==> config.mk <==
export PLATFORM = sky130hd
export DESIGN_NAME = uvs_seq
export DESIGN_NICKNAME = d
export VERILOG_FILES = /design/src/rtl/uv_sphere_mesh_generator_unit_macros.svh /design/src/rtl/uvs_pkg.sv /design/src/rtl/uvs_seq.sv
export SDC_FILE = /design/constraint.sdc
export NUM_CORES = 1
export LEC_CHECK = 0
export BUFFER_PORTS_ARGS = -buffer_cell sky130_fd_sc_hd__buf_2
export CORE_AREA = 5 5 143 145
export DETAILED_ROUTE_END_ITERATION = 7
export DIE_AREA = 0 0 148 150
export GPL_TIMING_DRIVEN = 0
export PLACE_DENSITY = 0.66
export RECOVER_POWER = 100
export SLEW_MARGIN = 40
export SYNTH_ARGS = -nofsm -noshare
export SYNTH_HDL_FRONTEND = slang
export SYNTH_SLANG_ARGS = --single-unit
==> constraint.sdc <==
create_clock -name clk -period 9.2 [get_ports clk]
set_clock_uncertainty 0.15 [all_clocks]
set_input_delay 0.46 -clock clk [delete_from_list [all_inputs] [get_ports clk]]
set_output_delay 0.46 -clock clk [all_outputs]
set_load 0.05 [all_outputs]
==> src/rtl/uv_sphere_mesh_generator_unit_macros.svh <==
// Assertion macros shared by the UV-sphere generator RTL.
`ifndef UV_SPHERE_MESH_GENERATOR_UNIT_MACROS_SVH
`define UV_SPHERE_MESH_GENERATOR_UNIT_MACROS_SVH

`ifndef SYNTH
// Clocked assertion that is switched off while reset is asserted.
`define UVS_ASSERT(lbl, prop, msg) \
	lbl: assert property (@(posedge clk) disable iff (!arst_n) prop) else $error(msg);
// Clocked assertion that also holds during reset.
`define UVS_ASSERT_ALWAYS(lbl, prop, msg) \
	lbl: assert property (@(posedge clk) prop) else $error(msg);
`else
`define UVS_ASSERT(lbl, prop, msg)
`define UVS_ASSERT_ALWAYS(lbl, prop, msg)
`endif

`endif

==> src/rtl/uvs_pkg.sv <==
// Shared constants, tables and types of the UV-sphere generator.
package uvs_pkg;

	localparam int MAX_SEGMENTS = 64;
	localparam int T_MIN = 3;

	localparam int RING_W = 7;
	localparam int SEG_W = 8;
	localparam int RADIUS_W = 16;
	localparam int TCNT_W = 7;
	localparam int POS_W = 17;
	localparam int NORM_W = 16;
	localparam int TEX_W = 17;
	localparam int IDX_W = 14;

	localparam int IN_FLD_W = RING_W + SEG_W;
	localparam int IN_W = ((IN_FLD_W + 7) / 8) * 8;
	localparam int OUT_FLD_W = 3 * POS_W + 3 * NORM_W + 2 * TEX_W + 3 * IDX_W;
	localparam int OUT_W = ((OUT_FLD_W + 7) / 8) * 8;

	// CORDIC datapath: binary angles (full turn is 2^32), values in Q2.30.
	localparam int CORDIC_STEPS = 16;
	localparam int CORDIC_PER_STG = 4;
	localparam int CORDIC_STG = (CORDIC_STEPS + CORDIC_PER_STG - 1) / CORDIC_PER_STG;
	localparam int CORDIC_LAT = CORDIC_STG + 1;
	localparam int ANG_W = 32;
	localparam int Z_W = 34;
	localparam int CS_W = 32;
	localparam logic signed [CS_W-1:0] CORDIC_GAIN = 32'sd652032874;

	localparam logic [31:0] ATAN_TURNS [0:23] = '{
		32'h20000000, 32'h12E4051E, 32'h09FB385B, 32'h051111D4, 32'h028B0D43, 32'h0145D7E1,
		32'h00A2F61E, 32'h00517C55, 32'h0028BE53, 32'h00145F2F, 32'h000A2F98, 32'h000517CC,
		32'h00028BE6, 32'h000145F3, 32'h0000A2F9, 32'h0000517C, 32'h000028BE, 32'h0000145F,
		32'h00000A2F, 32'h00000517, 32'h0000028B, 32'h00000145, 32'h000000A2, 32'h00000051
	};

	// Pipelined restoring divider.
	localparam int DIV_W = 40;
	localparam int DEN_W = 8;
	localparam int DIV_BITS = 4;
	localparam int DIV_STG = DIV_W / DIV_BITS;

	typedef enum logic {
		REG_RADIUS  = 1'b0,
		REG_SEG_CNT = 1'b1
	} reg_idx_t;

	// Triangle corners of one grid quad; a word of vertex fields follows below.
	typedef struct packed {
		logic             is_tri;
		logic [IDX_W-1:0] a;
		logic [IDX_W-1:0] b;
		logic [IDX_W-1:0] c;
		logic [IDX_W-1:0] d;
	} side_t;

	// Listed from the top bit down so that pos_x sits in the lowest bits.
	typedef struct packed {
		logic        [TEX_W-1:0]  tex_v;
		logic        [TEX_W-1:0]  tex_u;
		logic signed [NORM_W-1:0] norm_z;
		logic signed [NORM_W-1:0] norm_y;
		logic signed [NORM_W-1:0] norm_x;
		logic signed [POS_W-1:0]  pos_z;
		logic signed [POS_W-1:0]  pos_y;
		logic signed [POS_W-1:0]  pos_x;
	} vert_t;

endpackage

==> src/rtl/uvs_seq.sv <==
// Output register that sends the vertex word and then the triangle words.
module uvs_seq (
	input  logic                        clk,
	input  logic                        arst_n,
	input  logic                        in_valid,
	output logic                        in_ready,
	input  uvs_pkg::vert_t              vert,
	input  uvs_pkg::side_t              side,
	output logic                        m_tvalid,
	input  logic                        m_tready,
	output logic [uvs_pkg::OUT_W-1:0]   m_tdata,
	output logic                        m_tlast
);
	import uvs_pkg::*;

	typedef enum logic [1:0] {
		KIND_VERT,
		KIND_TRI0,
		KIND_TRI1
	} kind_t;

	localparam int PAD_W = OUT_W - OUT_FLD_W;
	localparam int VERT_W = $bits(vert_t);

	kind_t kind_q;
	logic  busy_q;
	vert_t vert_q;
	side_t side_q;
	logic  last;

	assign last = (kind_q == KIND_VERT && !side_q.is_tri) || (kind_q == KIND_TRI1);
	assign in_ready = !busy_q || (m_tready && last);
	assign m_tvalid = busy_q;
	assign m_tlast = last;

	always_comb begin
		case (kind_q)
			KIND_VERT: m_tdata = {{PAD_W{1'b0}}, {(3 * IDX_W){1'b0}}, vert_q};
			KIND_TRI0: m_tdata = {{PAD_W{1'b0}}, side_q.c, side_q.b, side_q.a,
				{VERT_W{1'b0}}};
			KIND_TRI1: m_tdata = {{PAD_W{1'b0}}, side_q.c, side_q.d, side_q.b,
				{VERT_W{1'b0}}};
			default:   m_tdata = '0;
		endcase
	end

	always_ff @(posedge clk or negedge arst_n) begin
		if (!arst_n) begin
			busy_q <= 1'b0;
			kind_q <= KIND_VERT;
		end else if (in_ready) begin
			busy_q <= in_valid;
			kind_q <= KIND_VERT;
			if (in_valid) begin
				vert_q <= vert;
				side_q <= side;
			end
		end else if (m_tready) begin
			case (kind_q)
				KIND_VERT: kind_q <= KIND_TRI0;
				KIND_TRI0: kind_q <= KIND_TRI1;
				default:   kind_q <= KIND_VERT;
			endcase
		end
	end

endmodule
Word level (Yosys, flattened, before mapping)
Cells that the tools add are included.
W data, S select, Z words.
{ "totals": {"ff_bits": 193, "inputBits": 194, "output_inout_bits": 179, "word_cells": 30} }
{ "op_classes": {"n_eq_ne": 2, "mux": 4, "n_reduce_logical": 9} }
{ "op_table": {"columns": ["operator", "count"], "rows": [
  ["$pmux W175 S3", 1],
  ["$mux W2", 2],
  ["$pmux W2 S2", 1],
  ["$reduce_and A3 Y1", 1],
  ["$eq A2 B1 Y1 const B", 1],
  ["$eq A2 B2 Y1 const B", 1],
  ["$logic_and A1 B1 Y1", 2],
  ["$logic_not A1 Y1", 2],
  ["$logic_not A2 Y1", 1],
  ["$logic_or A1 B1 Y1", 2],
  ["$reduce_bool A2 Y1", 1]
]} }

Longest topological paths before layout
{ "logic_depth": {"depth_word": 6, "ltp_mapped": 4, "ltp_nobuf": 3} }

Worst setup path before layout
Ideal clock, no wire load.
{ "synth_timing": {"path_kind": "reg2reg", "startpoint": "register kind_q[0]", "endpoint": "register side_q[0] (netlist name) (enable)", "setup_time_ns": 0.575, "t_arrival_ns": 5.914, "required_time_ns": 8.475, "setup_slack_ns": 2.561, "stages_incl_launch_ff": 4, "path_buffers": 0, "synth_period_minus_slack_ns": 6.639, "path_cell_list": "dfrtp_1 nand2b_1 o21ai_1 and3_1"} }
{ "synth_via": {"elab_chain_cells": 6} }
{ "synth_lines": {"columns": ["item", "line", "text"], "rows": [
  ["start: declaration", "uvs_seq.sv:25", "kind_t kind_q;"],
  ["start signal: assignment", "uvs_seq.sv:50", "kind_q <= KIND_VERT;"],
  ["start signal: assignment", "uvs_seq.sv:53", "kind_q <= KIND_VERT;"],
  ["start signal: assignment", "uvs_seq.sv:60", "KIND_VERT: kind_q <= KIND_TRI0;"],
  ["$logic_not A2 Y1", "uvs_seq.sv:31", "assign last = (kind_q == KIND_VERT && !side_q.is_tri) || (kind_q == KIND_TRI1);"],
  ["$logic_and A1 B1 Y1", "uvs_seq.sv:31", null],
  ["$logic_or A1 B1 Y1 *", "uvs_seq.sv:31", null],
  ["$logic_and A1 B1 Y1 *", "uvs_seq.sv:32", "assign in_ready = !busy_q || (m_tready && last);"],
  ["$logic_or A1 B1 Y1 *", "uvs_seq.sv:32", null],
  ["via in_ready", "uvs_seq.sv:6", "output logic in_ready,"],
  ["$reduce_and A3 Y1 (no source line) *", null, null],
  ["end signal: assignment", "uvs_seq.sv:56", "side_q <= side;"],
  ["end: declaration", "uvs_seq.sv:28", "side_t side_q;"]
]} }
The timed path passes the listed nets; every way through them passes the cells marked *.
A chain may end at the register's enable or synchronous reset.

Final worst setup path
{ "layout_timing": {"startpoint": "register kind_q[0]", "endpoint": "register vert_q[43] (netlist name) (enable)"} }
{ "layout_via": {"elab_chain_cells": 6} }
{ "layout_lines": {"columns": ["item", "line", "text"], "rows": [
  ["$logic_not A2 Y1", "uvs_seq.sv:31", null],
  ["$logic_and A1 B1 Y1", "uvs_seq.sv:31", null],
  ["$logic_or A1 B1 Y1 *", "uvs_seq.sv:31", null],
  ["$logic_and A1 B1 Y1 *", "uvs_seq.sv:32", null],
  ["$logic_or A1 B1 Y1 *", "uvs_seq.sv:32", null],
  ["$reduce_and A3 Y1 (no source line) *", null, null],
  ["end signal: assignment", "uvs_seq.sv:55", "vert_q <= vert;"],
  ["end: declaration", "uvs_seq.sv:27", "vert_t vert_q;"]
]} }
Mark *: on every way between the ends. The rest lies on a longest branch, timed or not.

==> metrics.yaml <==
critical_path:
  crit_fanout: 44
  crit_path_end_kind: "register"
  worst_ep_required_time_ns: 9.04
  critPathMaxStageDelay_ns: 1.76
  crit_top_cell: "clkbuf_1"
  crit_type: "register to register"
  path_cells: "nand2b_1 > o21ai_0 > and3_1 > clkbuf_1 > clkbuf_1"
  cpLargestDelayFamily: "buffers and inverters"
  arrival_ns: 5.25
  crit_buf_inv: 2
  rr_startpoint: "kind_q[0]"
  critPathSlowestCell: "clkbuf_1"
  start_kind: "register"
  crit_path_start: "kind_q[0]"
floorplan:
  initial_utilization: 0.379
  die_h_um: 150
  rows: 51
  io_pins: 373
  coreArea_um2: 19100
  die_area_um2: 22200
  dieWidth_um: 148
finish:
  multiInputGateArea_um2: 1300
  fillers: 1710
  layout-drive-gt1-share: 0.307
  antenna_cells: 0
  utilization: 0.514
  fin_cells: 1053
  fin_area_um2: 9800
  syn_to_final_growth_pct: 35.4
  layout.nets: 996
  ff_latch_area_um2: 5780
sta:
  hold_viol: 0
  slew_headroom: -0.560
  setup_viol: 0
  drv_slew: 154
  finalSetupTns_ns: 0
  worst_pin_slew_ns: 2.34
  finalCritPeriodShare: 0.587
  period_needed_ns: 5.40
  whs_ns: 0.0580
  rsz0062_at_grt: "false"
  fmax_mhz: 185
  worst_slack_ns: 3.80
yosys:
  yosys_register_bits: 193
  synth_flop_cell: "edfxtp_1"
  yosysUniqueCellTypes: 22
  synth_xor_area_frac: 0
  synth-edff-count: 190
  synth-compound-area-share: 0.0356
  yosys.area_share.simple: 0.143
  avgSynthCellArea_um2: 17.8
  synth.most_common_cell: "edfxtp_1"
  syn_area_um2: 7240
  syn-num-nets: 600
  syn_inst: 406
  synth_mux_area_frac: 0.00138
  synthTopCellsByCount: "edfxtp_1, and2_1, a22o_1"
  yosysTopAreaCell: "edfxtp_1"
  synth_top_area_frac: 0.788
  synth_warnings: 0
  synthAdderAreaFrac: 0
  ys_seq_area_frac: 0.799
  synth_top_family_by_area: "simple AND/OR/NAND/NOR gates"
  async_reset_ff_frac: 0.0155
  synth.area.top_cells: "edfxtp_1, and2_1, a22o_1"
worst_hold_path:
  hp-class: "primary input to register"
  hp-start: "side[31]"
pwr:
  internal_power_mw: 1.61
  vdd_drop_max_uv: 143
  static-leakage-power_nw: 3.68
  power_frac_clock: 0.302
  p_sw_mw: 0.953
  swShare: 0.372
  seqPwrFrac: 0.398
  power.density_nw_per_um2: 261
  combPwrFrac: 0.301
  p_total_mw: 2.56
global_routing:
  grt_max_degree: 45
  grt_first_pass_wirelength_mm: 26.7
  grt_pass1_vias: 4748
  antenna_found_initial: 2
  grt-ovfl-total: 0
  grt_use_total: 0.161
drt:
  wl_met3_mm: 2.03
  wl_per_cell_um: 17.5
  viasPerCell: 4.41
  ant_nets: 0
  drt_iter0_drc: 217
  wirelength_mm: 18.4
  highest_layer: "met5"
  num_vias: 4645
  wl_met1_mm: 6.49
  route.detailed.drc: 0
  met2_length_mm: 9.58
  dr.pass1.iters: 4
placed_design:
  io_buffer_count: 371
  dpl.hpwl_mm: 14.2
  place_area_um2: 9500
  numPlacedInstances: 1020
  pre_cts_slack_ns: 6.69
  routabilityCongestion: 0.778
clocking:
  numClockSinks: 193
  ctsLongestPathBuffers: 2
  cts_max_level: 4
  cts.repair.resized: 0
  cts.root.buffer_cell: "clkbuf_16"
  cts_made_buffers: 17
  tritoncts: "built"
  clk_latency_ns: 0.41
  clk_pin_slew_ns: 0.07
outcome:
  outcome: "finished with violations"
  violations: "capacitance limit, slew limit"
flow_run:
  drv_cap: 4
[sequential cells by signal, summed over array words and instances, names as in the netlist]
| name | count |
|---|---|
| kind_q | 2 |
| m_tvalid | 1 |
| vert_q | 133 |
| side_q | 57 |
[path summary, 6_finish.rpt]
path                              end  slack [ns]  depth (start not counted)
setup / recovery           vert_q[43]        3.80                          5
hold / removal             side_q[31]        0.06                          1
setup reg to reg           vert_q[43]        3.80                          5
hold reg to reg             kind_q[0]        0.38                          1
max in group asynchronous   kind_q[1]        8.45                          2
min in group asynchronous   kind_q[0]        0.28                          2
[layout make-up]
| type | count | area share |
|---|---|---|
| Clock buffer | 17 | 0.0434 |
| Buffer | 22 | 0.0134 |
| Clock inverter | 15 | 0.0200 |
| Multi-Input combinational cell | 191 | 0.132 |
| Tap cell | 238 | 0.0304 |
| Timing Repair Buffer | 377 | 0.171 |
| Sequential cell | 193 | 0.590 |
[metal layers]
metal / global-route usage / vias to the layer above
li1: - / 2258
met1: 0.171 / 2138
met2: 0.285 / 220
met3: 0.0715 / 25
met4: 0.0554 / 4
met5: 0 / -
[placed cells by master (no fill, tap or decap), types with 3 or more instances in the layout]
master	count
and2_1	137
and2_4	10
buf_2	201
nor2b_1	4
inv_6	4
edfxtp_1	190
clkbuf_1	190
a22o_1	28
clkbuf_16	17
dfrtp_1	3
bufinv_16	3
inv_8	3
buf_6	6
[power groups by stage]
| stage | Clock (mW) | Sequential [mW] | Combinational, mW |
|---|---|---|---|
| finish | 0.773 | 1.02 | 0.770 |
| global route | 0.840 | 1.02 | 0.812 |
| detailed placement | 0 | 1.04 | 0.819 |
| global placement | 0 | 1.05 | 0.809 |
| CTS | 0.796 | 1.02 | 0.821 |
| floorplan | 0 | 1.05 | 0.601 |
[kinds of logic after synthesis]
group,Yosys count
buf+inv,22
mux,1
compound gates,30
flops,193
simple gates,159
other cells,1
[worst reg2reg max path, stage by stage, from the launching register on]
cell      delay [ns]
dfrtp_1         0.44
nand2b_1        0.18
o21ai_0         0.27
and3_1          0.71
clkbuf_1        1.44
clkbuf_1        1.77
[timing repair]
item / in CTS / in global routing
hold buffers: 1 / 0
buffers inserted: 0 / 0
setup endpoints to repair: 0 / 0
endpoints found under the hold margin: 3 / 0
Power figures use the tool's default switching activity.
