### src/rtl/uv_sphere_mesh_generator_unit_macros.svh
// Assertion macros shared by the UV-sphere generator RTL.
`ifndef UV_SPHERE_MESH_GENERATOR_UNIT_MACROS_SVH
`define UV_SPHERE_MESH_GENERATOR_UNIT_MACROS_SVH

`ifndef SYNTH
// Clocked assertion that is switched off while reset is asserted.
`define UVS_ASSERT(lbl, prop, msg) \
	lbl: assert property (@(posedge clk) disable iff (!arst_n) prop) else $error(msg);
// Clocked assertion that also holds during reset.
`define UVS_ASSERT_ALWAYS(lbl, prop, msg) \
	lbl: assert property (@(posedge clk) prop) else $error(msg);
`else
`define UVS_ASSERT(lbl, prop, msg)
`define UVS_ASSERT_ALWAYS(lbl, prop, msg)
`endif

`endif

### src/rtl/uvs_pkg.sv
// Shared constants, tables and types of the UV-sphere generator.
package uvs_pkg;

	localparam int MAX_SEGMENTS = 64;
	localparam int T_MIN = 3;

	localparam int RING_W = 7;
	localparam int SEG_W = 8;
	localparam int RADIUS_W = 16;
	localparam int TCNT_W = 7;
	localparam int POS_W = 17;
	localparam int NORM_W = 16;
	localparam int TEX_W = 17;
	localparam int IDX_W = 14;

	localparam int IN_FLD_W = RING_W + SEG_W;
	localparam int IN_W = ((IN_FLD_W + 7) / 8) * 8;
	localparam int OUT_FLD_W = 3 * POS_W + 3 * NORM_W + 2 * TEX_W + 3 * IDX_W;
	localparam int OUT_W = ((OUT_FLD_W + 7) / 8) * 8;

	// CORDIC datapath: binary angles (full turn is 2^32), values in Q2.30.
	localparam int CORDIC_STEPS = 16;
	localparam int CORDIC_PER_STG = 4;
	localparam int CORDIC_STG = (CORDIC_STEPS + CORDIC_PER_STG - 1) / CORDIC_PER_STG;
	localparam int CORDIC_LAT = CORDIC_STG + 1;
	localparam int ANG_W = 32;
	localparam int Z_W = 34;
	localparam int CS_W = 32;
	localparam logic signed [CS_W-1:0] CORDIC_GAIN = 32'sd652032874;

	localparam logic [31:0] ATAN_TURNS [0:23] = '{
		32'h20000000, 32'h12E4051E, 32'h09FB385B, 32'h051111D4, 32'h028B0D43, 32'h0145D7E1,
		32'h00A2F61E, 32'h00517C55, 32'h0028BE53, 32'h00145F2F, 32'h000A2F98, 32'h000517CC,
		32'h00028BE6, 32'h000145F3, 32'h0000A2F9, 32'h0000517C, 32'h000028BE, 32'h0000145F,
		32'h00000A2F, 32'h00000517, 32'h0000028B, 32'h00000145, 32'h000000A2, 32'h00000051
	};

	// Pipelined restoring divider.
	localparam int DIV_W = 40;
	localparam int DEN_W = 8;
	localparam int DIV_BITS = 4;
	localparam int DIV_STG = DIV_W / DIV_BITS;

	typedef enum logic {
		REG_RADIUS  = 1'b0,
		REG_SEG_CNT = 1'b1
	} reg_idx_t;

	// Triangle corners of one grid quad; a word of vertex fields follows below.
	typedef struct packed {
		logic             is_tri;
		logic [IDX_W-1:0] a;
		logic [IDX_W-1:0] b;
		logic [IDX_W-1:0] c;
		logic [IDX_W-1:0] d;
	} side_t;

	// Listed from the top bit down so that pos_x sits in the lowest bits.
	typedef struct packed {
		logic        [TEX_W-1:0]  tex_v;
		logic        [TEX_W-1:0]  tex_u;
		logic signed [NORM_W-1:0] norm_z;
		logic signed [NORM_W-1:0] norm_y;
		logic signed [NORM_W-1:0] norm_x;
		logic signed [POS_W-1:0]  pos_z;
		logic signed [POS_W-1:0]  pos_y;
		logic signed [POS_W-1:0]  pos_x;
	} vert_t;

endpackage

### src/rtl/uvs_cordic.sv
// Pipelined rotation-mode CORDIC giving cosine and sine of a binary angle.
module uvs_cordic (
	input  logic                                clk,
	input  logic                                en,
	input  logic        [uvs_pkg::ANG_W-1:0]    phase,
	output logic signed [uvs_pkg::CS_W-1:0]     cos_val,
	output logic signed [uvs_pkg::CS_W-1:0]     sin_val
);
	import uvs_pkg::*;

	localparam logic signed [Z_W-1:0] QTR = Z_W'(64'sd1073741824);
	localparam logic signed [Z_W-1:0] HALF = Z_W'(64'sd2147483648);

	logic signed [CS_W-1:0] x_s [1:CORDIC_STG];
	logic signed [CS_W-1:0] y_s [1:CORDIC_STG];
	logic signed [Z_W-1:0]  z_s [0:CORDIC_STG];
	logic                   f_s [0:CORDIC_STG];

	logic signed [Z_W-1:0] z_fold;
	logic                  f_fold;

	// Fold the angle into the right half plane, remembering a sign flip.
	always_comb begin
		z_fold = Z_W'($signed(phase));
		f_fold = 1'b0;
		if (z_fold > QTR) begin
			z_fold = z_fold - HALF;
			f_fold = 1'b1;
		end else if (z_fold < -QTR) begin
			z_fold = z_fold + HALF;
			f_fold = 1'b1;
		end
	end

	always_ff @(posedge clk) begin
		if (en) begin
			z_s[0] <= z_fold;
			f_s[0] <= f_fold;
		end
	end

	for (genvar g = 1; g <= CORDIC_STG; g++) begin : g_stg
		logic signed [CS_W-1:0] x_in;
		logic signed [CS_W-1:0] y_in;
		logic signed [CS_W-1:0] x_nx;
		logic signed [CS_W-1:0] y_nx;
		logic signed [Z_W-1:0]  z_nx;

		if (g == 1) begin : g_first
			assign x_in = CORDIC_GAIN;
			assign y_in = '0;
		end else begin : g_next
			assign x_in = x_s[g-1];
			assign y_in = y_s[g-1];
		end

		always_comb begin
			logic signed [CS_W-1:0] dx;
			logic signed [CS_W-1:0] dy;
			logic signed [Z_W-1:0]  ang;
			x_nx = x_in;
			y_nx = y_in;
			z_nx = z_s[g-1];
			for (int j = 0; j < CORDIC_PER_STG; j++) begin
				if ((g - 1) * CORDIC_PER_STG + j < CORDIC_STEPS) begin
					dx = x_nx >>> ((g - 1) * CORDIC_PER_STG + j);
					dy = y_nx >>> ((g - 1) * CORDIC_PER_STG + j);
					ang = $signed({{(Z_W-32){1'b0}},
						ATAN_TURNS[(g - 1) * CORDIC_PER_STG + j]});
					if (z_nx >= 0) begin
						x_nx = x_nx - dy;
						y_nx = y_nx + dx;
						z_nx = z_nx - ang;
					end else begin
						x_nx = x_nx + dy;
						y_nx = y_nx - dx;
						z_nx = z_nx + ang;
					end
				end
			end
			if (g == CORDIC_STG && f_s[g-1]) begin
				x_nx = -x_nx;
				y_nx = -y_nx;
			end
		end

		always_ff @(posedge clk) begin
			if (en) begin
				x_s[g] <= x_nx;
				y_s[g] <= y_nx;
				z_s[g] <= z_nx;
				f_s[g] <= f_s[g-1];
			end
		end
	end

	assign cos_val = x_s[CORDIC_STG];
	assign sin_val = y_s[CORDIC_STG];

endmodule

### config.mk
export PLATFORM = sky130hd
export DESIGN_NAME = uvs_cordic
export DESIGN_NICKNAME = d
export VERILOG_FILES = /design/src/rtl/uv_sphere_mesh_generator_unit_macros.svh /design/src/rtl/uvs_pkg.sv /design/src/rtl/uvs_cordic.sv
export SDC_FILE = /design/constraint.sdc
export NUM_CORES = 2
export LEC_CHECK = 0
export BUFFER_PORTS_ARGS = -buffer_cell sky130_fd_sc_hd__clkbuf_2
export CAP_MARGIN = 20
export CORE_MARGIN = 2
export CORE_UTILIZATION = 44
export CTS_BUF_LIST = sky130_fd_sc_hd__clkbuf_8
export DETAILED_ROUTE_END_ITERATION = 6
export HOLD_SLACK_MARGIN = 0.1
export PLACE_DENSITY = 0.65
export SLEW_MARGIN = 0
export SYNTH_ARGS = -nofsm -noshare
export SYNTH_HDL_FRONTEND = slang
export SYNTH_SLANG_ARGS = --single-unit
### constraint.sdc
create_clock -name clk -period 15.69 [get_ports clk]
set_clock_uncertainty 0.15 [all_clocks]
set_input_delay 0.7845 -clock clk [delete_from_list [all_inputs] [get_ports clk]]
set_output_delay 0.7845 -clock clk [all_outputs]
set_load 0.05 [all_outputs]
## After elaboration in Yosys (flattened, before gate mapping)

Memories as Yosys holds them, arrays and structs flattened.
Cells that the tools add are included.

- Flip-flop bits (word level): 0
- Memory bits (writable): 431
- Output and inout port bits: 64
- Word-level logic and storage cells: 173
- Memories: 4

Memory list:

| memory | words | bits a word | rd ports | clocked after memory_dff | wr ports | line | RTL |
|---|---|---|---|---|---|---|---|
| z_s | 5 | 34 | 4 | 0 | 5 | uvs_cordic.sv:16 | `logic signed [Z_W-1:0] z_s [0:CORDIC_STG];` |
| x_s | 4 | 32 | 4 | 0 | 4 | uvs_cordic.sv:14 | `logic signed [CS_W-1:0] x_s [1:CORDIC_STG];` |
| y_s | 4 | 32 | 4 | 0 | 4 | uvs_cordic.sv:15 | `logic signed [CS_W-1:0] y_s [1:CORDIC_STG];` |
| f_s | 5 | 1 | 4 | 0 | 5 | uvs_cordic.sv:17 | `logic f_s [0:CORDIC_STG];` |

- Add/subtract/negate cells: 96
- Order comparisons: 18
- Muxes and demuxes: 55

Operator list:

| cell | count |
|---|---|
| 32-bit two-way mux | 33 |
| 34-bit two-way mux | 18 |
| 34-bit by 1-bit greater-or-equal comparator with 1-bit output, second input constant | 16 |
| 32-bit by 17-bit adder with 32-bit output | 2 |
| 32-bit by 18-bit adder with 32-bit output | 2 |
| 32-bit by 19-bit adder with 32-bit output | 2 |
| 32-bit by 20-bit adder with 32-bit output | 2 |
| 32-bit by 21-bit adder with 32-bit output | 2 |
| 32-bit by 22-bit adder with 32-bit output | 2 |
| 32-bit by 23-bit adder with 32-bit output | 2 |
| 32-bit by 24-bit adder with 32-bit output | 2 |
| 32-bit by 25-bit adder with 32-bit output | 2 |
| 32-bit by 26-bit adder with 32-bit output | 2 |
| 32-bit by 27-bit adder with 32-bit output | 2 |
| 32-bit by 28-bit adder with 32-bit output | 2 |
| 32-bit by 29-bit adder with 32-bit output | 2 |
| 32-bit by 30-bit adder with 32-bit output | 2 |
| 32-bit negation | 2 |
| 32-bit by 17-bit subtractor with 32-bit output | 2 |
| 32-bit by 18-bit subtractor with 32-bit output | 2 |
| 32-bit by 19-bit subtractor with 32-bit output | 2 |
| 32-bit by 20-bit subtractor with 32-bit output | 2 |
| 32-bit by 21-bit subtractor with 32-bit output | 2 |
| 32-bit by 22-bit subtractor with 32-bit output | 2 |
| 49 further kinds | 60 |

## Longest topological paths before layout

An unclocked memory read counts as a cell.

- Word-level depth: 11
- Gate-level depth with buffers: 73
- Mapped depth without buffers: 71

## Worst setup path before layout

OpenSTA, ideal clock, no wires.

- Path type: reg-to-reg
- From: memory z_s[3][33] (netlist: z_s[0][135])
- To: register, netlist name y_s[0][159]
- Arrival time: 15.804 ns
- Slack: -0.526 ns
- Cell stages (with the launch flop): 66
- Clock period less this slack: 16.216 ns
- Path through: edfxtp_1 -> inv_1 -> ha_1 -> nor4b_1 -> nand4_1 -> nor4_1 -> nor2_1 -> inv_2 -> clkbuf_1 -> ha_1 -> o211ai_1 -> a21oi_1 -> o211ai_1 -> a21o_1 -> o21ai_1 -> a211oi_1 -> o21ai_0 -> a31o_2 -> [30 not listed] -> o21ai_0 -> fa_1 -> a21o_1 -> a21oi_1 -> xnor2_1 -> or2_1 -> or3_1 -> or3_1 -> or3_1 -> or4_4 -> or4_4 -> or4_1 -> or4_1 -> or3_1 -> o31ai_1 -> xor2_1 -> xnor2_1 -> xnor2_1

RTL lines:

| item | line |
|---|---|
| from (decl) | uvs_cordic.sv:16 |

==> out/qor.yml <==
yosys:
  ys_seq_elements: 395
  yosysWarnings: 0
  synthArstFlopShare_pct: 0
  netlist_area_mm2: 0.0867
  synthDistinctLibCells: 108
  synth.avg_cell_area_um2: 7.85
  synth-edff-count: 395
  synth_ff_type: "edfxtp_1"
  seq_area_frac_synth_pct: 13.7
  synthesis.nets: 12400
  synthCells: 11000
clock_tree:
  root_buffer: "clkbuf_8"
  worstSkewPairLatency_ns: 0.84
  clk_pin_slew_ns: 0.06
  clock-sinks: 395
  cts_max_level: 3
  cts_buffer_depth: 3
  numCtsBuffers: 74
  cts_tree: "done"
place:
  gp_congestion: 1.02
  port_buffers: 97
  dp_hpwl_um: 233000
  place_ws_ns: -0.325
  dp_cells: 14500
run_status:
  status: "complete, no violations"
timing:
  slew_headroom_pct: 20.3
  grt_setup_unrepaired: "yes"
  period_minus_slack_ns: 15.46
  max_freq_ghz: 0.0647
  final_max_slew_viol_count: 0
  min_period_over_period_pct: 98.5
  hold_viol: 0
  max_slew.worst_pin.slew_ns: 1.19
  setup_ws_ns: 0.229
  setup_violations: 0
die:
  die-area_mm2: 0.201
  start_util_pct: 44.4
  io_pins: 98
  rows: 162
  die_w_um: 448
  placeableCoreArea_mm2: 0.195
  die_h_um: 448
worst_hold_path:
  hold_depth: 1
  hold_end: "z_s[0][30]"
  hp-start: "phase[30]"
  hold_class: "input port to register"
critical_path:
  r2r_cells: 68
  cp_slowest_cell: "or4_4"
  crit-reg2reg-launch: "z_s[0][135]"
  cp_common_cell: "or4_4"
  cp.required_ns: 16.10
  reg2reg_slack_ns: 0.23
  critPathMaxFanout: 8
  reg2reg_to: "y_s[0][159]"
  cpPeakStageDelay_ns: 0.51
  critPathCaptureType: "register"
  critical_path_arrival_ns: 15.87
  start_kind: "register"
  worstSetupPathType: "register to register"
global_routing:
  grt_first_pass_wirelength_um: 431000
  grt_pass1_vias: 80300
  antenna_found_initial: 6
  grt_max_degree: 118
  grtUsageTotal_pct: 26.4
  grt.overflow.total: 0
flow_run:
  maxCapViolCount: 0
final_layout:
  area_delta_synth_final_pct: 14.9
  nNetsFinal: 13400
  drive_gt1_share_pct: 12.5
  finalNonFillerCells: 14600
  final_util_pct: 51.0
routing:
  wl_per_cell_um: 18.8
  final_antenna_net_count: 0
  drt_wl_total_um: 276000
  drtPass1Iterations: 6
  drt_iter0_drc: 6325
  via_count: 85700
  drc_errors: 0
  drt-vias-per-instance: 5.85
kinds of logic (layout without fill, tap and decap cells):
| kind of cell | Yosys count | count (layout) | synth area share (%) |
|---|---|---|---|
| AOI/OAI and AO/OA | 3597 | 3597 | 26.8 |
| and+or+nand+nor | 3164 | 3164 | 17.9 |
| xor gates and xnor gates | 1666 | 1666 | 17.0 |
| adders and majority gates | 1357 | 1357 | 19.9 |
| buffers and inverters | 751 | 1725 | 3.28 |
| DFF | 395 | 395 | 13.7 |
| muxes | 111 | 111 | 1.37 |
| other | 0 | 7 | 0 |
cell usage in the layout (no fill, tap or decap), types with 109 or more instances in the layout:
| cell | instances |
|---|---|
| a21o_1 | 465 |
| a21oi_1 | 1011 |
| a31oi_1 | 109 |
| buf_4 | 896 |
| edfxtp_1 | 395 |
| ha_1 | 1307 |
| inv_1 | 562 |
| nand2_1 | 699 |
| nand2b_1 | 205 |
| nand3_1 | 203 |
| nor2_1 | 898 |
| nor2b_1 | 173 |
| nor3_1 | 243 |
| o21a_1 | 221 |
| o21ai_0 | 687 |
| o21bai_1 | 149 |
| o31ai_1 | 122 |
| or3_1 | 139 |
| xnor2_1 | 1127 |
| xor2_1 | 504 |
cell usage after synthesis (135+ instances only):
library cell | instances | share of area [%]
ha_1 | 1317 | 19
xnor2_1 | 1144 | 12
a21oi_1 | 1035 | 6.0
nor2_1 | 905 | 3.9
o21ai_0 | 728 | 4.2
nand2_1 | 702 | 3.0
inv_1 | 552 | 2.4
xor2_1 | 511 | 5.2
a21o_1 | 465 | 4.0
edfxtp_1 | 395 | 14
nor3_1 | 252 | 1.5
o21a_1 | 222 | 1.9
nand2b_1 | 205 | 1.5
nand3_1 | 205 | 1.2
nor2b_1 | 174 | 1.3
clkbuf_1 | 164 | 0.71
o21bai_1 | 149 | 1.3
or3_1 | 146 | 1.1
o31ai_1 | 135 | 1.2
worst max-delay path by stage:
stage,startpoint,to,slack [ns],depth (start not counted)
after detailed placement,z_s[0][135],y_s[0][159],-0.32,65
after floorplan,z_s[0][135],y_s[0][159],0.09,64
final,z_s[0][135],y_s[0][159],0.23,68
after global placement,z_s[0][135],y_s[0][159],-0.34,65
after global routing,z_s[0][134],y_s[0][159],-0.46,71
after CTS,z_s[0][135],y_s[0][159],0.04,65
per-layer routing:
layer  up-vias  wire length, um  track usage [%]
met3       419            15000             3.39
met4         4             9070             8.35
met5         -               27                0
li1      42600                -                -
met2      2279           124000             43.4
met1     40400           127000             35.7
registers in the layout (all words and copies together) (netlist names):
name,flops
x_s,128
y_s,128
f_s,4
z_s,135
layout make-up:
class,instances,area (um^2)
timing repair inverter,1,5.00
inverter,560,2120
timing repair buffer,1040,7780
tap,2624,3280
clock buffer,74,1020
multi-input combinational,9895,73100
sequential,395,11900
fill,18900,95800
clock inverter,50,379
antenna,7,17.5
per-stage QoR:
step | area, um^2 | setup TNS (ns) | hold slack, ns
finish | 99600 | 0 | 0.225
global route | 99600 | -0.825 | 0.146
CTS | 98300 | 0 | 0.120
detailed placement | 96500 | -0.421 | 0.260
global placement | 96500 | -0.529 | 0.255
floorplan | 86700 | 0 | 0.250
worst max-delay path, delay by kind of cell (launching register included):
kind	cells	cell delay, ns
fa+ha+maj	5	1.26
compound gates	24	4.91
buf+inv	7	0.93
simple gates	24	6.38
xor+xnor	8	1.16
flops	1	0.41
repair_timing:
item	in CTS	in global routing
setup buffers	0	31
endpoints found under the hold margin	33	0
cloned	0	1
gates resized for setup	15	249
hold buffers	31	0
pin swaps	1	71
setup endpoints to repair	7	81
Power is left out: the tool's default activity adds up to more than one toggle a clock period on the data nets, which glitch-free logic cannot reach.
