<file path="src/rtl/uv_sphere_mesh_generator_unit_macros.svh">
// Assertion macros shared by the UV-sphere generator RTL.
`ifndef UV_SPHERE_MESH_GENERATOR_UNIT_MACROS_SVH
`define UV_SPHERE_MESH_GENERATOR_UNIT_MACROS_SVH

`ifndef SYNTH
// Clocked assertion that is switched off while reset is asserted.
`define UVS_ASSERT(lbl, prop, msg) \
	lbl: assert property (@(posedge clk) disable iff (!arst_n) prop) else $error(msg);
// Clocked assertion that also holds during reset.
`define UVS_ASSERT_ALWAYS(lbl, prop, msg) \
	lbl: assert property (@(posedge clk) prop) else $error(msg);
`else
`define UVS_ASSERT(lbl, prop, msg)
`define UVS_ASSERT_ALWAYS(lbl, prop, msg)
`endif

`endif

</file>
<file path="src/rtl/uvs_pkg.sv">
// Shared constants, tables and types of the UV-sphere generator.
package uvs_pkg;

	localparam int MAX_SEGMENTS = 64;
	localparam int T_MIN = 3;

	localparam int RING_W = 7;
	localparam int SEG_W = 8;
	localparam int RADIUS_W = 16;
	localparam int TCNT_W = 7;
	localparam int POS_W = 17;
	localparam int NORM_W = 16;
	localparam int TEX_W = 17;
	localparam int IDX_W = 14;

	localparam int IN_FLD_W = RING_W + SEG_W;
	localparam int IN_W = ((IN_FLD_W + 7) / 8) * 8;
	localparam int OUT_FLD_W = 3 * POS_W + 3 * NORM_W + 2 * TEX_W + 3 * IDX_W;
	localparam int OUT_W = ((OUT_FLD_W + 7) / 8) * 8;

	// CORDIC datapath: binary angles (full turn is 2^32), values in Q2.30.
	localparam int CORDIC_STEPS = 16;
	localparam int CORDIC_PER_STG = 4;
	localparam int CORDIC_STG = (CORDIC_STEPS + CORDIC_PER_STG - 1) / CORDIC_PER_STG;
	localparam int CORDIC_LAT = CORDIC_STG + 1;
	localparam int ANG_W = 32;
	localparam int Z_W = 34;
	localparam int CS_W = 32;
	localparam logic signed [CS_W-1:0] CORDIC_GAIN = 32'sd652032874;

	localparam logic [31:0] ATAN_TURNS [0:23] = '{
		32'h20000000, 32'h12E4051E, 32'h09FB385B, 32'h051111D4, 32'h028B0D43, 32'h0145D7E1,
		32'h00A2F61E, 32'h00517C55, 32'h0028BE53, 32'h00145F2F, 32'h000A2F98, 32'h000517CC,
		32'h00028BE6, 32'h000145F3, 32'h0000A2F9, 32'h0000517C, 32'h000028BE, 32'h0000145F,
		32'h00000A2F, 32'h00000517, 32'h0000028B, 32'h00000145, 32'h000000A2, 32'h00000051
	};

	// Pipelined restoring divider.
	localparam int DIV_W = 40;
	localparam int DEN_W = 8;
	localparam int DIV_BITS = 4;
	localparam int DIV_STG = DIV_W / DIV_BITS;

	typedef enum logic {
		REG_RADIUS  = 1'b0,
		REG_SEG_CNT = 1'b1
	} reg_idx_t;

	// Triangle corners of one grid quad; a word of vertex fields follows below.
	typedef struct packed {
		logic             is_tri;
		logic [IDX_W-1:0] a;
		logic [IDX_W-1:0] b;
		logic [IDX_W-1:0] c;
		logic [IDX_W-1:0] d;
	} side_t;

	// Listed from the top bit down so that pos_x sits in the lowest bits.
	typedef struct packed {
		logic        [TEX_W-1:0]  tex_v;
		logic        [TEX_W-1:0]  tex_u;
		logic signed [NORM_W-1:0] norm_z;
		logic signed [NORM_W-1:0] norm_y;
		logic signed [NORM_W-1:0] norm_x;
		logic signed [POS_W-1:0]  pos_z;
		logic signed [POS_W-1:0]  pos_y;
		logic signed [POS_W-1:0]  pos_x;
	} vert_t;

endpackage

</file>
<file path="src/rtl/uvs_div.sv">
// Pipelined restoring divider, four quotient bits per stage.
module uvs_div (
	input  logic                        clk,
	input  logic                        en,
	input  logic [uvs_pkg::DIV_W-1:0]   num,
	input  logic [uvs_pkg::DEN_W-1:0]   den,
	output logic [uvs_pkg::DIV_W-1:0]   quo
);
	import uvs_pkg::*;

	// The word shifts left; quotient bits enter at the bottom.
	logic [DIV_W-1:0] w_s [1:DIV_STG];
	logic [DEN_W-1:0] r_s [1:DIV_STG];
	logic [DEN_W-1:0] d_s [1:DIV_STG];

	for (genvar g = 1; g <= DIV_STG; g++) begin : g_stg
		logic [DIV_W-1:0] w_in;
		logic [DIV_W-1:0] w_nx;
		logic [DEN_W-1:0] r_in;
		logic [DEN_W-1:0] r_nx;
		logic [DEN_W-1:0] d_in;

		if (g == 1) begin : g_first
			assign w_in = num;
			assign r_in = '0;
			assign d_in = den;
		end else begin : g_next
			assign w_in = w_s[g-1];
			assign r_in = r_s[g-1];
			assign d_in = d_s[g-1];
		end

		always_comb begin
			logic [DEN_W:0] acc;
			w_nx = w_in;
			r_nx = r_in;
			for (int b = 0; b < DIV_BITS; b++) begin
				acc = {r_nx, w_nx[DIV_W-1]};
				w_nx = {w_nx[DIV_W-2:0], 1'b0};
				if (acc >= {1'b0, d_in}) begin
					acc = acc - {1'b0, d_in};
					w_nx[0] = 1'b1;
				end
				r_nx = acc[DEN_W-1:0];
			end
		end

		always_ff @(posedge clk) begin
			if (en) begin
				w_s[g] <= w_nx;
				r_s[g] <= r_nx;
				d_s[g] <= d_in;
			end
		end
	end

	assign quo = w_s[DIV_STG];

endmodule

</file>
<file path="config.mk">
export PLATFORM = sky130hd
export DESIGN_NAME = uvs_div
export DESIGN_NICKNAME = d
export VERILOG_FILES = /design/src/rtl/uv_sphere_mesh_generator_unit_macros.svh /design/src/rtl/uvs_pkg.sv /design/src/rtl/uvs_div.sv
export SDC_FILE = /design/constraint.sdc
export NUM_CORES = 1
export LEC_CHECK = 0
export ABC_CLOCK_PERIOD_IN_PS = 25200
export BUFFER_PORTS_ARGS = -buffer_cell sky130_fd_sc_hd__buf_2
export CAP_MARGIN = 40
export CORE_AREA = 2 2 248 250
export CTS_CLUSTER_DIAMETER = 80
export CTS_CLUSTER_SIZE = 30
export DETAILED_ROUTE_END_ITERATION = 16
export DIE_AREA = 0 0 250 252
export PLACE_DENSITY = 0.71
export SLEW_MARGIN = 20
export SYNTH_ARGS = -nofsm -noshare
export SYNTH_HDL_FRONTEND = slang
export SYNTH_SLANG_ARGS = --single-unit
</file>
<file path="constraint.sdc">
create_clock -name clk -period 25.2 [get_ports clk]
set_clock_uncertainty 0.15 [all_clocks]
set_input_delay 7.56 -clock clk [delete_from_list [all_inputs] [get_ports clk]]
set_output_delay 7.56 -clock clk [all_outputs]
set_load 0.005 [all_outputs]
</file>
# After elaboration in Yosys (flattened, before gate mapping)
# Memories as Yosys holds them, arrays and structs flattened.
# Index checks and enable logic that the tools add are counted.
# totals
regBits	0
ramBits	560
n_memories	3
# memory_table
name	depth	width	read_ports	rd_ports_with_merged_regs	write_ports	line_no	text
w_s	10	40	10	0	10	uvs_div.sv:12	logic [DIV_W-1:0] w_s [1:DIV_STG];
d_s	10	8	9	0	10	uvs_div.sv:14	logic [DEN_W-1:0] d_s [1:DIV_STG];
r_s	10	8	9	0	10	uvs_div.sv:13	logic [DEN_W-1:0] r_s [1:DIV_STG];
# classes
add_sub_neg	40
magnitude_cmp	40
mux	82
# ops
cell	count
$ge 9x8->1	39
$mux 8	40
$sub 8x8->8	39
$mux 1	42
$ge 1x8->1	1
$sub 1x8->8	1

# Depth between registers and ports, before layout
# Gate-level depths: netlist of the first run.
# An unclocked memory read counts as a cell.
# depth
word_depth	9
mapped_depth	44
mapped_depth_nobuf	42

# Worst setup path before layout of the first run
# Ideal clock, no wire load.
# synth_path
path_kind	input -> register
startpoint	input num[39] (netlist name)
endpoint	register r_s[0][10] (netlist name)
t_arrival_ps	14310
t_required_ps	24790
setup_slack_ps	10481
cell_stages	37
path_buffers	0
cell_sequence	inv_1 ha_1 inv_1 ha_1 o211ai_2 nor2_1 a21oi_1 inv_1 ha_1 nor2b_1 o21ai_0 a21oi_1 o21ai_0 a211oi_1 nor2_1 mux2_2 inv_1 ha_1 nor2b_1 o21ai_0 a21boi_0 o21ai_0 a21oi_1 o21ai_0 o311ai_4 mux2i_1 ha_1 nor2b_1 o21ai_0 a21oi_1 o21ai_0 a21oi_1 o21ai_0 o211ai_1 mux2i_1 inv_2 mux2_2
# synth_lines
item	line_no	text
start: declaration	uvs_div.sv:5	input logic [uvs_pkg::DIV_W-1:0] num,

==> results of run 1 <==
final cells by class:
class,count,area share (%)
Sequential cell,544,45.7
Multi-Input combinational cell,1953,43.2
Inverter,287,3.02
Tap cell,782,2.74
Clock buffer,36,2.46
Timing Repair Buffer,104,1.81
Clock inverter,21,0.985
registers in the layout, summed over array words and instances (netlist names):
name	flops
d_s	72
r_s	72
w_s	400
cell usage in the layout (no fill, tap or decap), types with 22 or more instances in the layout:
| cell type | synthesis | final |
|---|---|---|
| nor3_1 | 53 | 53 |
| nor2b_1 | 66 | 66 |
| xnor2_1 | 115 | 115 |
| mux2_2 | 107 | 107 |
| nand4_1 | 48 | 48 |
| nand2_1 | 123 | 123 |
| fa_1 | 38 | 38 |
| inv_1 | 276 | 276 |
| a21o_1 | 49 | 49 |
| a21boi_0 | 33 | 33 |
| xor2_1 | 44 | 44 |
| clkbuf_16 | 0 | 35 |
| nand2b_1 | 26 | 26 |
| buf_2 | 9 | 88 |
| mux2i_1 | 50 | 50 |
| nor2_1 | 163 | 163 |
| nand3_1 | 67 | 67 |
| o21ai_0 | 152 | 152 |
| a21oi_1 | 139 | 139 |
| ha_1 | 314 | 314 |
| o21bai_1 | 22 | 22 |
| o21a_1 | 41 | 41 |
| edfxtp_1 | 544 | 544 |
through the flow:
stage / cell area, um2 / hold slack (ns) / cells / util, %
floorplan: 33000 / 0.250 / 2813 / -
global placement: 34400 / 0.250 / 3666 / 57.2
detailed placement: 34400 / 0.255 / 3668 / 57.2
CTS: 35700 / 0.265 / 3725 / 59.3
global route: 35700 / 0.268 / 3727 / 59.4
finish: 35700 / 0.259 / 3727 / 59.4
metal layers:
metal	GRT usage [%]	up-vias	share of wire, %
met5	0	-	0
li1	-	10700	-
met4	6.64	0	2.6
met2	36.4	446	49
met1	27.6	10600	45
met3	2.28	123	3.2
how the worst max path moves through the flow:
stage	start	to	slack (ns)
after detailed placement	den[1]	r_s[0][12]	8.82
after CTS	den[1]	r_s[0][12]	9.43
after global routing	den[1]	r_s[0][14]	8.58
after floorplan	num[39]	r_s[0][10]	10.48
after global placement	den[1]	r_s[0][10]	8.96
final	den[1]	r_s[0][12]	9.50
cell families after synthesis:
group	Yosys count	synth area share, %
XOR/XNOR	159	4.22
multiplexers	161	5.37
adder cells (fa/ha/maj)	352	14.2
buffers and inverters	316	3.69
AND/OR/NAND/NOR	657	10.1
AO/OA/AOI/OAI	624	12.8
flip-flops	544	49.5
worst max-delay path, delay by kind of cell:
| kind | cells | cell delay, ns |
|---|---|---|
| compound gates | 18 | 3.97 |
| mux | 4 | 1.53 |
| fa+ha+maj | 4 | 1.13 |
| simple gates | 5 | 0.99 |
| buf+inv | 5 | 0.67 |
==> key figures, run 1 <==
STA
  • Fin. max-slew vios: 0
  • Setup ws final: 9.50 ns
  • Setup violators final: 0
  • Worst Max-Slew Pin Slew: 0.945 ns
  • Slew margin rel.: between 30% and 40%
  • Setup TNS: 0 ns
  • Fin crit period: approximately 16 ns
  • Final Cycle Share: between 60% and 70%
  • Final Hold Viols: 0
  • RSZ-0062 raised after global routing: no
  • Max Clk Rate: 0.0637 GHz

Synth
  • Synthesis Warnings: 0
  • Synth Area per Inst: 11.7 um2
  • Post-synth top area share: about half
  • Largest area contributor in the netlist: edfxtp_1
  • Post-synth EDFFs: between 500 and 600
  • Synthesized cell area: 0.0330 mm2
  • Yosys cell types: 94
  • Yosys reg bits: roughly 540
  • Synth Flop Type: edfxtp_1
  • Syn nets: ~3200
  • Count leader, synth: edfxtp_1
  • Post-synth ARST share: 0%
  • Commonest cells post-synth: edfxtp_1, ha_1, inv_1
  • Seq/Total Area, Yosys: between 40% and 50%
  • Cells after synthesis: 2813
  • Synth area leaders: edfxtp_1, ha_1, mux2_2

Setup path
  • CP Launch Type: input port
  • Worst Path Required: about 25 ns
  • CP max stage delay: around 0.52 ns
  • Crit Reg-Reg Startpoint: d_s[0][33]
  • Path depth of the worst reg2reg path: 38
  • CP most frequent cell: o21ai_0
  • Crit path DAT: about 16 ns
  • CP max-delay cell: nor2_1
  • Worst Path Max Fanout: 9
  • FF-to-FF End: r_s[0][47]
  • Critical path class: input port to flip-flop
  • Reg-to-reg slack, setup: around 14 ns
  • Crit end category: flip-flop

Clock tree
  • Num CTS Buffers: 34
  • Hold buffer count at cts: 0
  • CTS tree: built
  • Sink Count: ~540
  • # H-tree levels: 2
  • Max Buffers Root-to-Sink: 3
  • Setup repair bufs after CTS: 0
  • CTS root buffer: clkbuf_16
  • Gates resized, CTS repair: 0
  • Clk Latency, worst-skew pair: roughly 0.58 ns
  • Clock transition at path regs: 0.10 ns

Global routing
  • Grt total ovfl: 0
  • Antenna violations before repair: 0
  • First-pass GRT wire length: between 100000 and 150000 um
  • Global-route usage over all layers: a little over a fifth
  • Largest net degree at the start of global routing: between 100 and 150
  • Vias in the first global route: about 22000

Drt
  • Routed WL per cell: 18.0 um
  • DRC viols: 0
  • DRT Wirelength: between 60000 and 70000 um
  • ANT nets after route: 0
  • Pre-Repair DR Iteration Count: 5
  • Via count: approximately 22000
  • Via density: 5.87
  • Drt initial violations: about 1400

Run
  • Max cap viols: 0

Min path
  • Cell depth of the worst hold path: 0
  • Hold Startpoint: w_s[0][72]
  • Sink of the worst hold path: w_s[0][116]
  • Hold Path Class: flip-flop to flip-flop

Finish
  • Final nets: 3326
  • Fillers: roughly 5000
  • Seq. cell area: ~0.016 mm2
  • Multi-input combinational cell area: roughly 0.015 mm2
  • Area grow syn2layout: 8.27%
  • Ant. Diodes: 0
  • Layout cell share with drive strength beyond 1: around 11%

Outcome
  • Status: complete, no violations

Floorplanning
  • Initial core utilization: between 50% and 60%
  • Row Count: 90
  • Core area: approximately 0.060 mm2
  • Die H: between 200 and 300 um
  • Die W: roughly 250 um
  • I/O pins: 90
  • Die area: roughly 0.063 mm2

Place
  • Routability-driven placement congestion ratio: a little over 0.9
  • Dpl ws: 8.82 ns
  • HPWL Detailed: 50500 um
  • Count of port buffers added during placement: between 80 and 90
Power of run 1 is left out: the tool's default activity adds up to more than one toggle a clock period on the data nets, which glitch-free logic cannot reach.
==> run 2: changes to the inputs <==
Settings changed: ABC_AREA set to 1, ABC_CLOCK_PERIOD_IN_PS 25200 to 16120, CORE_AREA 2 2 248 250 to 2 2 254 256, DIE_AREA 0 0 250 252 to 0 0 256 258.
Clock period 25.2 ns to 16.12 ns, I/O delays scaled along.
==> key figures, run 2 <==
Global routing
  • Vias in the first global route: roughly 23000
  • Antenna violations before repair: 0
  • First-pass GRT wire length: roughly 110000 um
  • Global-route usage over all layers: roughly 20%
  • Grt total ovfl: 0
  • Largest net degree at the start of global routing: 162

STA
  • Setup violators final: 0
  • Max Clk Rate: roughly 0.092 GHz
  • RSZ-0062 raised after global routing: no
  • Fin. max-slew vios: 0
  • Final Hold Viols: 0
  • Slew margin rel.: around 34%
  • Fin crit period: between 10 and 15 ns
  • Setup TNS: 0 ns
  • Final Cycle Share: around two thirds
  • Worst Max-Slew Pin Slew: 0.993 ns

Floorplanning
  • Core area: roughly 0.064 mm2
  • Die area: ~0.066 mm2
  • Initial core utilization: approximately 54%
  • Die W: 256 um
  • I/O pins: 90
  • Die H: 258 um
  • Row Count: 93

Setup path
  • Crit Reg-Reg Startpoint: d_s[0][49]
  • Kind of cell adding the most delay to the critical path: compound AO/OA/AOI/OAI gates
  • Worst Path Required: 16.32 ns
  • CP Launch Type: input port
  • CP bufs+invs: 5
  • Path depth of the worst reg2reg path: 41
  • CP max-delay cell: a21oi_1
  • Critical path class: input port to flip-flop
  • CP most frequent cell: nand2_1
  • Crit end category: flip-flop
  • FF-to-FF End: r_s[0][61]
  • Reg-to-reg slack, setup: between 8 and 9 ns
  • Worst Path Max Fanout: 17
  • CP max stage delay: between 0.4 and 0.5 ns
  • Crit path DAT: around 11 ns

Drt
  • Via density: around 5.2
  • DRT Wirelength: around 66000 um
  • DRC viols: 0
  • ANT nets after route: 0
  • Pre-Repair DR Iteration Count: 6
  • Via count: approximately 24000
  • Drt initial violations: around 1500
  • Routed WL per cell: 14.4 um

Clock tree
  • CTS root buffer: clkbuf_16
  • Clk Latency, worst-skew pair: roughly 0.6 ns
  • Sink Count: between 500 and 600
  • Gates resized, CTS repair: 0
  • CTS tree: built
  • Hold buffer count at cts: 0
  • Num CTS Buffers: 36
  • Clock transition at path regs: approximately 0.10 ns
  • Max Buffers Root-to-Sink: 3
  • # H-tree levels: 2
  • Setup repair bufs after CTS: 0

Synth
  • Synth Area per Inst: approximately 9.7 um2
  • Count leader, synth: nand2_1
  • Cells after synthesis: between 3000 and 4000
  • Post-synth EDFFs: between 500 and 600
  • Seq/Total Area, Yosys: a little under half
  • Main combinational cell family by area after synthesis: simple AND/OR/NAND/NOR gates
  • Commonest cells post-synth: nand2_1, edfxtp_1, inv_1
  • Syn nets: 3978
  • Yosys cell types: 61
  • Post-Synth Adder-Cell Area: a little over an eighth
  • Largest area contributor in the netlist: edfxtp_1
  • Synthesis Warnings: 0
  • Compound-Gate Fraction of Synth Area: 8.30%
  • Mux cell area share after synthesis: 0%
  • Synth Flop Type: edfxtp_1
  • Simple-Gate Fraction of Synth Area: between 20% and 30%
  • Synth area leaders: edfxtp_1, ha_1, nand2_1
  • Synthesized cell area: around 0.035 mm2
  • Post-synth top area share: a little under half
  • XOR/XNOR Fraction of Synth Area: around 4.5%
  • Yosys reg bits: 544
  • Post-synth ARST share: 0%

Finish
  • Final nets: slightly above 4000
  • Area grow syn2layout: 7.97%
  • Layout cell share with drive strength beyond 1: a little under an eighth
  • Top register by number of flip-flops: w_s
  • Max FFs per register: 400
  • Commonest non-fill, non-tap cell in the layout: nand2_1
  • Seq. cell area: 0.0163 mm2
  • Multi-input combinational cell area: approximately 0.016 mm2
  • Largest registers: w_s: 400 flops, d_s: 72 flops, r_s: 72 flops
  • Fillers: approximately 5400
  • Most frequent cells in the layout: nand2_1, edfxtp_1, inv_1
  • Ant. Diodes: 0

Outcome
  • Status: complete, no violations

Min path
  • Hold Startpoint: w_s[0][355]
  • Hold Path Class: flip-flop to flip-flop
  • Cell depth of the worst hold path: 0
  • Sink of the worst hold path: w_s[0][399]

Place
  • Routability-driven placement congestion ratio: roughly 0.92
  • HPWL Detailed: 49500 um
  • Count of port buffers added during placement: 89

Run
  • Max cap viols: 0
run 2: logic make-up (layout without fill, tap and decap cells):
group	count (synthesis)	after routing
xor gates and xnor gates	178	178
and+or+nand+nor	1479	1479
AOI/OAI and AO/OA	481	481
adders and majority gates	352	352
DFF	544	544
buffers and inverters	542	676
run 2: worst max-delay path by stage:
stage / end / slack [ns] / start / cells after the start
after global routing: r_s[0][15] / 4.49 / den[1] / 37
after CTS: r_s[0][15] / 5.35 / den[1] / 37
after detailed placement: r_s[0][9] / 4.70 / den[1] / 35
final: r_s[0][15] / 5.27 / den[1] / 35
after floorplan: r_s[0][10] / 5.89 / num[39] / 38
after global placement: r_s[0][15] / 4.77 / den[1] / 37
run 2: area by class of cell:
type                            count  area share (%)
Multi-Input combinational cell   2490            43.0
Clock inverter                     25            1.13
Tap cell                          855            2.87
Clock buffer                       38            2.49
Sequential cell                   544            43.8
Timing Repair Buffer               97            1.58
Inverter                          516            5.22
run 2: metal layers:
layer / up-vias / global-route usage (%) / wire [um]
met5: - / 0 / 0
met4: 0 / 7.02 / 1990
met3: 110 / 2.17 / 2320
met2: 384 / 34.2 / 31200
met1: 10800 / 26.9 / 30300
li1: 12300 / - / -
run 2: metrics by stage:
step	setup slack (ns)	area [um2]	util [%]	hold slack, ns	instances
finish	5.27	37300	58.7	0.261	4565
global route	4.49	37300	58.7	0.263	4565
CTS	5.35	37300	58.6	0.265	4564
detailed placement	4.70	36000	56.5	0.255	4501
global placement	4.77	35900	56.4	0.251	4499
floorplan	5.89	34600	-	0.250	3576
Power of run 2 is left out for the same reason.
